==> src/rtl/core/snfcs_pkg.sv <==
// Shared types, constants and result helpers for the SPI NOR command sequencer.
package snfcs_pkg;

    // Geometry; PAGE_BYTES must be a power of two in 16..4096
    localparam int PAGE_BYTES   = 256;
    localparam int ADDRESS_BITS = 24;
    localparam int PAGE_BITS    = $clog2(PAGE_BYTES);
    localparam int ROOM_W       = PAGE_BITS + 1;

    localparam int MAX_RESULTS  = 7;
    localparam int LEN_W        = $clog2(MAX_RESULTS + 1);
    localparam int NUM_REGS     = 7;
    localparam int REG_IDX_W    = 3;

    // Request codes
    localparam logic [2:0] OP_WRITE_START = 3'd0;
    localparam logic [2:0] OP_WRITE_DATA  = 3'd1;
    localparam logic [2:0] OP_RECEIVED    = 3'd2;
    localparam logic [2:0] OP_READ_START  = 3'd3;
    localparam logic [2:0] OP_SECTOR_ERASE = 3'd4;
    localparam logic [2:0] OP_CHIP_ERASE  = 3'd5;

    // Register indexes
    localparam logic [REG_IDX_W-1:0] REG_WREN = 3'd0;
    localparam logic [REG_IDX_W-1:0] REG_PP   = 3'd1;
    localparam logic [REG_IDX_W-1:0] REG_READ = 3'd2;
    localparam logic [REG_IDX_W-1:0] REG_SE   = 3'd3;
    localparam logic [REG_IDX_W-1:0] REG_CE   = 3'd4;
    localparam logic [REG_IDX_W-1:0] REG_RDSR = 3'd5;
    localparam logic [REG_IDX_W-1:0] REG_FILL = 3'd6;

    typedef enum logic [3:0] {
        PH_IDLE,
        PH_WDATA,
        PH_POLL_OPEN,
        PH_POLL,
        PH_READ
    } t_phase;

    typedef enum logic [1:0] {
        KIND_NONE,
        KIND_WRITE,
        KIND_READ,
        KIND_ERASE
    } t_kind;

    typedef enum logic [2:0] {
        ACT_SEND,
        ACT_RELEASE,
        ACT_DATA,
        ACT_DONE,
        ACT_ERROR
    } t_action;

    typedef struct packed {
        logic [7:0] wren;
        logic [7:0] pp;
        logic [7:0] rd;
        logic [7:0] se;
        logic [7:0] ce;
        logic [7:0] rdsr;
        logic [7:0] fill;
    } t_cfg;

    localparam t_cfg CFG_RESET = '{
        wren: 8'd6, pp: 8'd2, rd: 8'd3, se: 8'd32, ce: 8'd199, rdsr: 8'd5, fill: 8'd255
    };

    typedef struct packed {
        logic [2:0]  operation;
        logic [23:0] flash_address;
        logic [15:0] byte_count;
        logic [7:0]  data_byte;
    } t_item;

    typedef struct packed {
        t_phase                  phase;
        logic [ADDRESS_BITS-1:0] addr;
        logic [15:0]             left;
        logic [ROOM_W-1:0]       room;
        t_kind                   kind;
    } t_state;

    typedef struct packed {
        t_action    action;
        logic [7:0] data;
    } t_res;

    function automatic t_res res_send(input logic [7:0] b);
        t_res r;
        r.action = ACT_SEND;
        r.data   = b;
        return r;
    endfunction

    function automatic t_res res_ctl(input t_action a);
        t_res r;
        r.action = a;
        r.data   = 8'd0;
        return r;
    endfunction

    function automatic t_res res_data(input logic [7:0] b);
        t_res r;
        r.action = ACT_DATA;
        r.data   = b;
        return r;
    endfunction

    // Bytes left in the page from a given address
    function automatic logic [ROOM_W-1:0] page_room(input logic [ADDRESS_BITS-1:0] a);
        return ROOM_W'(PAGE_BYTES) - ROOM_W'(a[PAGE_BITS-1:0]);
    endfunction

endpackage

==> src/rtl/core/snfcs_decode.sv <==
// Frame decode: one request plus sequencer state gives the result list and next state.
module snfcs_decode (
    input  snfcs_pkg::t_item                       i_item,
    input  snfcs_pkg::t_state                      i_state,
    input  snfcs_pkg::t_cfg                        i_cfg,
    output snfcs_pkg::t_state                      o_state,
    output snfcs_pkg::t_res [snfcs_pkg::MAX_RESULTS-1:0] o_list,
    output logic [snfcs_pkg::LEN_W-1:0]            o_len
);
    import snfcs_pkg::*;

    logic [ADDRESS_BITS-1:0] in_addr;
    logic [23:0]             in_a24;
    logic [23:0]             cur_a24;
    logic [15:0]             left_dec;
    logic [ROOM_W-1:0]       room_dec;
    logic [ADDRESS_BITS-1:0] addr_inc;
    logic                    idle;

    assign in_addr  = i_item.flash_address[ADDRESS_BITS-1:0];
    assign in_a24   = 24'(in_addr);
    assign cur_a24  = 24'(i_state.addr);
    assign left_dec = i_state.left - 16'd1;
    assign room_dec = i_state.room - ROOM_W'(1);
    assign addr_inc = i_state.addr + ADDRESS_BITS'(1);
    assign idle     = (i_state.phase == PH_IDLE);

    always_comb begin
        o_state = i_state;
        o_list  = '0;
        o_len   = LEN_W'(1);
        o_list[0] = res_ctl(ACT_ERROR);

        case (i_item.operation)
            // Page program: write enable, then opcode and address
            OP_WRITE_START: begin
                if (idle) begin
                    if (i_item.byte_count == 16'd0) begin
                        o_list[0] = res_ctl(ACT_DONE);
                    end else begin
                        o_state.addr  = in_addr;
                        o_state.left  = i_item.byte_count;
                        o_state.kind  = KIND_WRITE;
                        o_state.room  = page_room(in_addr);
                        o_state.phase = PH_WDATA;
                        o_list[0] = res_send(i_cfg.wren);
                        o_list[1] = res_ctl(ACT_RELEASE);
                        o_list[2] = res_send(i_cfg.pp);
                        o_list[3] = res_send(in_a24[23:16]);
                        o_list[4] = res_send(in_a24[15:8]);
                        o_list[5] = res_send(in_a24[7:0]);
                        o_len     = LEN_W'(6);
                    end
                end
            end

            // Data byte; close the frame at page end or request end
            OP_WRITE_DATA: begin
                if (i_state.phase == PH_WDATA) begin
                    o_state.left = left_dec;
                    o_state.room = room_dec;
                    o_state.addr = addr_inc;
                    o_list[0] = res_send(i_item.data_byte);
                    if (room_dec == '0 || left_dec == 16'd0) begin
                        o_list[1]     = res_ctl(ACT_RELEASE);
                        o_len         = LEN_W'(2);
                        o_state.phase = PH_POLL_OPEN;
                    end
                end
            end

            // Received byte: poll opening, status poll or read data
            OP_RECEIVED: begin
                case (i_state.phase)
                    PH_POLL_OPEN: begin
                        o_list[0]     = res_send(i_cfg.rdsr);
                        o_list[1]     = res_send(i_cfg.fill);
                        o_len         = LEN_W'(2);
                        o_state.phase = PH_POLL;
                    end
                    PH_POLL: begin
                        if (i_item.data_byte[0]) begin
                            o_list[0] = res_send(i_cfg.fill);
                        end else if (i_state.kind == KIND_WRITE && i_state.left != 16'd0) begin
                            // next chunk of a split write
                            o_state.room  = page_room(i_state.addr);
                            o_state.phase = PH_WDATA;
                            o_list[0] = res_ctl(ACT_RELEASE);
                            o_list[1] = res_send(i_cfg.wren);
                            o_list[2] = res_ctl(ACT_RELEASE);
                            o_list[3] = res_send(i_cfg.pp);
                            o_list[4] = res_send(cur_a24[23:16]);
                            o_list[5] = res_send(cur_a24[15:8]);
                            o_list[6] = res_send(cur_a24[7:0]);
                            o_len     = LEN_W'(7);
                        end else begin
                            o_state.phase = PH_IDLE;
                            o_state.kind  = KIND_NONE;
                            o_list[0] = res_ctl(ACT_RELEASE);
                            o_list[1] = res_ctl(ACT_DONE);
                            o_len     = LEN_W'(2);
                        end
                    end
                    PH_READ: begin
                        o_state.left = left_dec;
                        o_state.addr = addr_inc;
                        o_list[0] = res_data(i_item.data_byte);
                        if (left_dec != 16'd0) begin
                            o_list[1] = res_send(i_cfg.fill);
                            o_len     = LEN_W'(2);
                        end else begin
                            o_state.phase = PH_IDLE;
                            o_state.kind  = KIND_NONE;
                            o_list[1] = res_ctl(ACT_RELEASE);
                            o_list[2] = res_ctl(ACT_DONE);
                            o_len     = LEN_W'(3);
                        end
                    end
                    default: begin
                        o_list[0] = res_ctl(ACT_ERROR);
                    end
                endcase
            end

            // Read: opcode, address, first filler
            OP_READ_START: begin
                if (idle) begin
                    if (i_item.byte_count == 16'd0) begin
                        o_list[0] = res_ctl(ACT_DONE);
                    end else begin
                        o_state.addr  = in_addr;
                        o_state.left  = i_item.byte_count;
                        o_state.kind  = KIND_READ;
                        o_state.phase = PH_READ;
                        o_list[0] = res_send(i_cfg.rd);
                        o_list[1] = res_send(in_a24[23:16]);
                        o_list[2] = res_send(in_a24[15:8]);
                        o_list[3] = res_send(in_a24[7:0]);
                        o_list[4] = res_send(i_cfg.fill);
                        o_len     = LEN_W'(5);
                    end
                end
            end

            OP_SECTOR_ERASE: begin
                if (idle) begin
                    o_state.addr  = in_addr;
                    o_state.kind  = KIND_ERASE;
                    o_state.phase = PH_POLL_OPEN;
                    o_list[0] = res_send(i_cfg.wren);
                    o_list[1] = res_ctl(ACT_RELEASE);
                    o_list[2] = res_send(i_cfg.se);
                    o_list[3] = res_send(in_a24[23:16]);
                    o_list[4] = res_send(in_a24[15:8]);
                    o_list[5] = res_send(in_a24[7:0]);
                    o_list[6] = res_ctl(ACT_RELEASE);
                    o_len     = LEN_W'(7);
                end
            end

            OP_CHIP_ERASE: begin
                if (idle) begin
                    o_state.kind  = KIND_ERASE;
                    o_state.phase = PH_POLL_OPEN;
                    o_list[0] = res_send(i_cfg.wren);
                    o_list[1] = res_ctl(ACT_RELEASE);
                    o_list[2] = res_send(i_cfg.ce);
                    o_list[3] = res_ctl(ACT_RELEASE);
                    o_len     = LEN_W'(4);
                end
            end

            default: begin
                o_list[0] = res_ctl(ACT_ERROR);
            end
        endcase
    end

endmodule

==> src/rtl/core/spi_nor_flash_command_sequencer_unit.sv <==
// SPI NOR command sequencer top level: input register, decode, result shift register.
//
//   channel   direction  handshake                 payload
//   in        in         i_in_valid / o_in_stall   i_operation, i_flash_address,
//                                                  i_byte_count, i_data_byte
//   out       out        o_out_valid / i_out_stall o_action, o_out_byte, o_last
//   cfg       in         i_cfg_valid / o_cfg_ready i_cfg_index, i_cfg_data
//
// A request waits in the input register, is decoded in one pass and lands in a
// seven-entry result shift register giving one beat per cycle unless the output stalls.
// A request therefore yields 1 to 7 result beats; the single output port draining the
// result register sets the rate.
// The next request is taken into the input register while results are still draining.
// Reset is synchronous; it idles the sequencer and reloads the default opcodes.
// A stall on the output holds the current beat and, once the input register is full,
// raises the input stall.
module spi_nor_flash_command_sequencer_unit (
    input  logic                                   i_clk,
    input  logic                                   i_rst_n,
    input  logic                                   i_in_valid,
    output logic                                   o_in_stall,
    input  logic [2:0]                             i_operation,
    input  logic [23:0]                            i_flash_address,
    input  logic [15:0]                            i_byte_count,
    input  logic [7:0]                             i_data_byte,
    output logic                                   o_out_valid,
    input  logic                                   i_out_stall,
    output logic [2:0]                             o_action,
    output logic [7:0]                             o_out_byte,
    output logic                                   o_last,
    input  logic                                   i_cfg_valid,
    output logic                                   o_cfg_ready,
    input  logic [snfcs_pkg::REG_IDX_W-1:0]        i_cfg_index,
    input  logic [7:0]                             i_cfg_data
);
    import snfcs_pkg::*;

    t_cfg                    r_cfg;
    t_item                   r_item;
    logic                    r_item_valid;
    t_state                  r_state;
    t_res [MAX_RESULTS-1:0]  r_list;
    logic [LEN_W-1:0]        r_left;

    t_state                  n_state;
    t_res [MAX_RESULTS-1:0]  n_list;
    logic [LEN_W-1:0]        n_len;

    logic                    in_accept;
    logic                    pop;
    logic                    load;

    // Handshakes
    assign o_cfg_ready = 1'b1;
    assign o_out_valid = (r_left != '0);
    assign pop         = o_out_valid && !i_out_stall;
    assign load        = r_item_valid && (r_left == '0 || (r_left == LEN_W'(1) && pop));
    assign o_in_stall  = r_item_valid && !load;
    assign in_accept   = i_in_valid && !o_in_stall;

    assign o_action    = r_list[0].action;
    assign o_out_byte  = r_list[0].data;
    assign o_last      = (r_left == LEN_W'(1));

    // Configuration registers
    always_ff @(posedge i_clk) begin
        if (!i_rst_n) begin
            r_cfg <= CFG_RESET;
        end else if (i_cfg_valid && o_cfg_ready) begin
            case (i_cfg_index)
                REG_WREN: r_cfg.wren <= i_cfg_data;
                REG_PP:   r_cfg.pp   <= i_cfg_data;
                REG_READ: r_cfg.rd   <= i_cfg_data;
                REG_SE:   r_cfg.se   <= i_cfg_data;
                REG_CE:   r_cfg.ce   <= i_cfg_data;
                REG_RDSR: r_cfg.rdsr <= i_cfg_data;
                REG_FILL: r_cfg.fill <= i_cfg_data;
                default: begin
                end
            endcase
        end
    end

    // Input register
    always_ff @(posedge i_clk) begin
        if (!i_rst_n) begin
            r_item_valid <= 1'b0;
        end else begin
            r_item_valid <= in_accept || (r_item_valid && !load);
        end
        if (in_accept) begin
            r_item.operation     <= i_operation;
            r_item.flash_address <= i_flash_address;
            r_item.byte_count    <= i_byte_count;
            r_item.data_byte     <= i_data_byte;
        end
    end

    snfcs_decode u_decode (
        .i_item  (r_item),
        .i_state (r_state),
        .i_cfg   (r_cfg),
        .o_state (n_state),
        .o_list  (n_list),
        .o_len   (n_len)
    );

    // Sequencer state advances when the decoded beats are loaded
    always_ff @(posedge i_clk) begin
        if (!i_rst_n) begin
            r_state.phase <= PH_IDLE;
            r_state.addr  <= '0;
            r_state.left  <= '0;
            r_state.room  <= '0;
            r_state.kind  <= KIND_NONE;
        end else if (load) begin
            r_state <= n_state;
        end
    end

    // Result shift register
    always_ff @(posedge i_clk) begin
        if (!i_rst_n) begin
            r_left <= '0;
        end else if (load) begin
            r_left <= n_len;
        end else if (pop) begin
            r_left <= r_left - LEN_W'(1);
        end
        if (load) begin
            r_list <= n_list;
        end else if (pop) begin
            for (int i = 0; i < MAX_RESULTS - 1; i++) begin
                r_list[i] <= r_list[i+1];
            end
        end
    end

`ifndef SYNTH
    a_left_bound: assert property (@(posedge i_clk) disable iff (!i_rst_n)
        r_left <= LEN_W'(MAX_RESULTS))
        else $error("result count out of range");

    a_drain_empty: assert property (@(posedge i_clk) disable iff (!i_rst_n)
        (pop && o_last && !load) |=> !o_out_valid)
        else $error("beat shown after last result drained");

    a_idle_kind: assert property (@(posedge i_clk) disable iff (!i_rst_n)
        (r_state.phase == PH_IDLE) |-> (r_state.kind == KIND_NONE))
        else $error("request kind pending while idle");

    a_page_room: assert property (@(posedge i_clk) disable iff (!i_rst_n)
        (r_state.phase == PH_WDATA) |-> (r_state.room != '0 && r_state.left != 16'd0))
        else $error("data phase with no room or no bytes");

    a_error_alone: assert property (@(posedge i_clk) disable iff (!i_rst_n)
        (o_out_valid && o_action == ACT_ERROR) |-> o_last)
        else $error("error beat not alone");
`endif

endmodule
==> config.mk <==
export PLATFORM = sky130hd
export DESIGN_NAME = spi_nor_flash_command_sequencer_unit
export DESIGN_NICKNAME = d
export VERILOG_FILES = /design/src/rtl/core/snfcs_pkg.sv /design/src/rtl/core/snfcs_decode.sv /design/src/rtl/core/spi_nor_flash_command_sequencer_unit.sv
export SDC_FILE = /design/constraint.sdc
export NUM_CORES = 1
export LEC_CHECK = 0
export BUFFER_PORTS_ARGS = -buffer_cell sky130_fd_sc_hd__buf_2
export CORE_MARGIN = 5
export CORE_UTILIZATION = 59
export CTS_BUF_LIST = sky130_fd_sc_hd__clkbuf_8
export DETAILED_ROUTE_END_ITERATION = 6
export GPL_TIMING_DRIVEN = 0
export PLACE_DENSITY = 0.76
export SYNTH_ARGS = -nofsm -noshare
export SYNTH_HDL_FRONTEND = slang
export SYNTH_SLANG_ARGS = --single-unit
export TNS_END_PERCENT = 5
==> constraint.sdc <==
create_clock -name i_clk -period 5 [get_ports i_clk]
set_input_delay 1 -clock i_clk [delete_from_list [all_inputs] [get_ports i_clk]]
set_output_delay 1 -clock i_clk [all_outputs]
set_load 0.02 [all_outputs]
# Yosys cells after proc, flatten, opt, wreduce, memory -nomap -nowiden

Index checks and enable logic that the tools add are counted.
W data, S select, Z words.

Bits in registers: 243
Bits in latches: 0
Memory bits (writable): 0
Memory bits (read-only): 0
Input port bits: 67
Word-level logic and storage cells: 184
Memories: 0

$add $sub $neg: 6
$mul: 0
Div/mod/pow operators: 0
Magnitude comparators: 0
Equality and inequality tests: 35
Shift operators: 0
Multiplexer cells: 70
Bitwise logic cells: 0
Reductions and logical operators: 41

Operator list:

| cell                    | number |
|---|---|
| $mux W66                | 4 |
| $mux W52                | 3 |
| $mux W44                | 3 |
| $pmux W11 S6            | 2 |
| $pmux W24 S5            | 1 |
| $mux W55                | 2 |
| $pmux W22 S5            | 1 |
| $pmux W11 S3            | 3 |
| $mux W75                | 1 |
| $pmux W16 S4            | 1 |
| $mux W53                | 1 |
| $pmux W11 S2            | 2 |
| $pmux W11 S4            | 1 |
| $mux W42                | 1 |
| $mux W41                | 1 |
| $mux W40                | 1 |
| $mux W9                 | 4 |
| $logic_not A16 Y1       | 2 |
| $reduce_bool A16 Y1     | 2 |
| $mux W10                | 3 |
| $mux W3                 | 10 |
| $mux W28                | 1 |
| $pmux W9 S3             | 1 |
| $add A24 B1 Y24 const B | 1 |
| other kinds (44)        | 100 |

# Logic depth before layout (Yosys ltp)

Depth after elaboration: 10
Mapped depth: 11
Mapped depth without buffers: 8

# Modules after synthesis

From an unflattened synthesis, not the netlist that was laid out.

Cell total of the unflattened synthesis: 1606
Area total of the unflattened synthesis: 13412.9 sq um

By module, submodules not included:

| module                               | times used | cells each | area each (sq um) |
|---|---|---|---|
| spi_nor_flash_command_sequencer_unit | 1          | 880        | 9112.5 |
| snfcs_decode                         | 1          | 726        | 4300.4 |

# Least setup slack after synthesis

Ideal clock, no wire load.

Path type: input to register
From: in i_out_stall
To: reg r_item[0] in the netlist's numbering, enable pin
Library setup time: 0.465 ns
Arrival time: 3.727 ns
Required time: 4.535 ns
Slack: 0.808 ns
Cell stages on the path: 4
Buffers on the path: 0
Cell sequence: nor2b_1 o21ai_0 and2_1 nor2b_1

Longest elaborated chain between the ends: 9

RTL lines:

| element              | RTL line                                   | source |
|---|---|---|
| start: declaration   | spi_nor_flash_command_sequencer_unit.sv:27 | `input logic i_out_stall,` |
| $logic_not A1 Y1     | spi_nor_flash_command_sequencer_unit.sv:56 | `assign pop = o_out_valid && !i_out_stall;` |
| $logic_and A1 B1 Y1  | spi_nor_flash_command_sequencer_unit.sv:56 |  |
| $logic_and A1 B1 Y1  | spi_nor_flash_command_sequencer_unit.sv:57 | `assign load = r_item_valid && (r_left == '0 \|\| (r_left == LEN_W'(1) && pop));` |
| $logic_or A1 B1 Y1   | spi_nor_flash_command_sequencer_unit.sv:57 |  |
| $logic_and A1 B1 Y1  | spi_nor_flash_command_sequencer_unit.sv:57 |  |
| $logic_not A1 Y1     | spi_nor_flash_command_sequencer_unit.sv:58 | `assign o_in_stall = r_item_valid && !load;` |
| $logic_and A1 B1 Y1  | spi_nor_flash_command_sequencer_unit.sv:58 |  |
| named net o_in_stall | spi_nor_flash_command_sequencer_unit.sv:21 | `output logic o_in_stall,` |
| $logic_not A1 Y1     | spi_nor_flash_command_sequencer_unit.sv:59 | `assign in_accept = i_in_valid && !o_in_stall;` |
| $logic_and A1 B1 Y1  | spi_nor_flash_command_sequencer_unit.sv:59 |  |
| named net in_accept  | spi_nor_flash_command_sequencer_unit.sv:49 | `logic in_accept;` |
| end: declaration     | spi_nor_flash_command_sequencer_unit.sv:39 | `t_item r_item;` |

The timed path passes the listed nets, and every way through them passes these cells.
A chain may end at the register's enable or synchronous reset.

# Worst setup path in the final report

From: reg r_item[11] in the netlist's numbering
To: reg r_list[23] in the netlist's numbering (data pin)

Longest elaborated chain between the ends: 5
Elaborated cells on any way between the ends: 7
Those cells by class: mux (6); reduce/logical (1)

RTL lines:

| element                                     | RTL line                                    | source |
|---|---|---|
| $logic_not A16 Y1 *                         | snfcs_decode.sv:38, snfcs_decode.sv:128     |  |
| $mux W41 / $mux W52 (equally long branches) | snfcs_decode.sv:128, snfcs_decode.sv:38     |  |
| $mux W52 / $mux W66 (equally long branches) | snfcs_decode.sv:127, snfcs_decode.sv:37     |  |
| $pmux W22 S5 *                              | snfcs_decode.sv:34                          | `case (i_item.operation)` |
| $mux W66 *                                  | spi_nor_flash_command_sequencer_unit.sv:130 | `if (load) begin` |
| end signal: assignment                      | spi_nor_flash_command_sequencer_unit.sv:131 | `r_list <= n_list;` |
| end signal: indexed assignment              | spi_nor_flash_command_sequencer_unit.sv:134 | `r_list[i] <= r_list[i+1];` |
| end: declaration                            | spi_nor_flash_command_sequencer_unit.sv:42  | `t_res [MAX_RESULTS-1:0] r_list;` |

Mark *: on every way between the ends. The rest lies on a longest branch, timed or not.

==> results.toml <==
[timing]
setup_viol_count_final = 0
worst_slew_margin_rel_pct = 7.67
maxClockFrequency_mhz = 257
period_needed_ps = 3890
final_max_slew_viol_count = 0
hold_viol_final = 0
post-route-period-util_pct = 77.8
fin_worst_skew_ps = 22.8
grt_setup_unrepaired = "false"
tightestPinTransition_ps = 1370

[grt]
grt_pass1_vias = 10300
grt_usage_pct = 33.7
globalRouteOverflowTotal = 0
global_route_wire_length_before_repair_mm = 59.0
grt_start_max_net_pins = 61
grt_antenna_before_repair = 0

[power_and_ir_drop]
p_total_w = 0.00625
irDropWorstVdd_mv = 0.279
power.share.switching_pct = 35.5
pwr_density_cell_mw_per_mm2 = 471
clock_power_share_pct = 26.5
combinationalPowerShare_pct = 28.9
power_switching_w = 0.00222
sequentialPowerShare_pct = 44.7
power_report.internal_total_w = 0.00403
power.static_leakage_nw = 5.00

[route]
initialDrtViolationCount = 1656
detail_route.first_pass.iterations = 7
detail_route.drc_violations = 12
final_wirelength_mm = 38.3
ant_nets = 0
wl_per_cell_um = 22.3
vias = 11200
drt-vias-per-instance = 6.49

[critical_path]
cp_data_required_time_ps = 5300
critical_path.startpoint_type = "flip-flop"
reg2regPathDepth = 7
reg2reg_from = "r_item[11]"
register_to_register_setup_slack_ps = 1110
setup.worst_path.start = "r_item[11]"
setup.worst_path.class = "reg -> reg"
critical_path.reg2reg.endpoint = "r_list[23]"
crit_path_end_kind = "flip-flop"
cp.arrival_ps = 4190
critical_path_peak_fanout = 10

[outcome]
status = "finished with violations"
failed_checks = "design-rule violations"

[layout]
layout.filler_cells = 1653
utilization_after_layout_pct = 67.9
finalNetCount = 1501
layout_commonest_cell = "sky130_fd_sc_hd__nand2_1"
mostFrequentLayoutCells = "270 x sky130_fd_sc_hd__nand2_1, 118 x sky130_fd_sc_hd__edfxtp_1, 114 x sky130_fd_sc_hd__dfxtp_1, 112 x sky130_fd_sc_hd__a21oi_1, 98 x sky130_fd_sc_hd__buf_2"
post_route_cells_drive_above_1_share_pct = 13.9
antenna_cells_inserted = 0
areaGrowthSynthToFinish_pct = 13.0

[clock_network]
post_cts.resized_instances = 0
ctsHoldBuffers = 0
post_cts_buffers = 0
clock_pin_slew_worst_setup_and_hold_paths_ps = 60
htree_levels = 2
cts_buffers = 39
clkSinkCount = 232
worstSkewPairLatency_ps = 560
tritoncts_clock_tree = "done"
cts-root-buf = "sky130_fd_sc_hd__clkbuf_8"
max-clock-path-buffers = 3

[logic_synthesis]
cell_area_synth_mm2 = 0.0117
syn_nets = 1380
synth_cell_type_count = 77
post_synth_arst_share_pct = 0
yosysWarningCount = 0
ys_dominant_reg_cell = "sky130_fd_sc_hd__edfxtp_1"
synth_edf_count = 118
syn-instance-count = 1304
synth_seq_cells = 232
syn_area_per_cell_um2 = 9.01
synth_seq_area_share_pct = 49.6

[worst_hold_path]
hold_path_end = "r_cfg[39]"
timing.hold.worst.class = "reg -> reg"
timing.hold.worst_path_depth = 2
worstHoldStart = "r_cfg[39]"

[placed_design]
gp_congestion = 0.985
detailed_place_hpwl_mm = 28.0
io_buffer_count = 79

[die]
die_width_um = 151
die_height_um = 151
pin_count = 82
core-area_mm2 = 0.0195
fp.dieArea_mm2 = 0.0228
std_cell_rows = 51
initial_utilization_pct = 60.1

[job]
max_cap_violation_count = 0
sequential cells by signal, indices dropped and copies added (netlist names):
signal,cells
r_item,51
r_state,54
o_out_byte,8
r_list,56
r_left,3
r_cfg,56
o_action,3
r_item_valid,1
worst max path at each step:
stage	end	cells after the start
2_1_floorplan	r_item[0]	4
3_3_place_gp	r_item[38]	5
3_5_place_dp	r_left[2]	8
4_1_cts	r_list[23]	7
5_1_grt	r_list[23]	7
6_report	r_list[23]	7
cell families (layout without fill, tap and decap cells):
family	Yosys count	in the layout	synth area share, %
other	1	1	0.0319
AO/OA/AOI/OAI	371	371	21.3
XOR/XNOR	12	12	0.895
adder cells (fa/ha/maj)	9	9	0.959
multiplexers	11	11	0.938
AND/OR/NAND/NOR	554	554	22.0
flip-flops	232	232	49.6
buffers and inverters	114	266	4.33
worst max-delay path, stage by stage, from the launching register on:
cell and delay, ps:
sky130_fd_sc_hd__edfxtp_1 390, sky130_fd_sc_hd__nor4_1 1030, sky130_fd_sc_hd__a41o_1 520, sky130_fd_sc_hd__nor3_1 240, sky130_fd_sc_hd__clkbuf_1 320, sky130_fd_sc_hd__a222oi_1 680
sky130_fd_sc_hd__a21oi_1 240, sky130_fd_sc_hd__a21o_1 210
power groups by stage:
stage / Clock [W] / Sequential (W) / Combinational, W
floorplan: 0 / 0.00273 / 0.00126
global placement: 0 / 0.00282 / 0.00173
detailed placement: 0 / 0.00282 / 0.00176
CTS: 0.00166 / 0.00279 / 0.00177
global route: 0.00176 / 0.00282 / 0.00197
finish: 0.00165 / 0.00279 / 0.00180
synthesized netlist by cell type (all sizes together) (12+ instances only):
library cell    n  area share [%]
o211ai         16             1.1
or3            12            0.68
a22o           18             1.3
a21oi         114             4.9
inv            15            0.48
edfxtp        118              30
buf            39             1.9
nor2           78             2.5
o21ai          82             3.5
clkbuf         60             1.9
o31ai          17             1.1
dfxtp         114              19
nor3           37             1.7
nand2         270             8.6
nor4           20             1.1
a222oi         32             2.7
nand3          47             2.0
a22oi          17             1.1
nand4          17            0.96
per-stage QoR:
step	instances	instance area (um^2)	setup slack [ps]	setup TNS (ps)	hold slack, ps
global placement	1648	12500	-606	-30300	442
detailed placement	1649	12500	1300	0	447
CTS	1721	13300	1380	0	455
global route	1721	13300	1150	0	473
finish	1721	13300	1110	0	458
floorplan	1304	11700	808	0	433
final cells by class:
cell class	count	area, um^2	area share (%)
repair buffers	80	415	3.13
clock buffers	46	633	4.77
well taps	265	332	2.50
inverters	15	56.3	0.424
clock inverters	26	128	0.962
plain buffers	99	452	3.40
flip-flops and latches	232	5830	43.9
multi-input cells	958	5430	40.9
routing by layer:
| metal | GRT usage [%] | share of wire [%] |
|---|---|---|
| met3 | 6.79 | 13 |
| met5 | 0 | 0 |
| met2 | 50.9 | 44 |
| met1 | 48.4 | 40 |
| met4 | 12.2 | 3.9 |
Note: power is estimated with default switching activity, not from simulation.
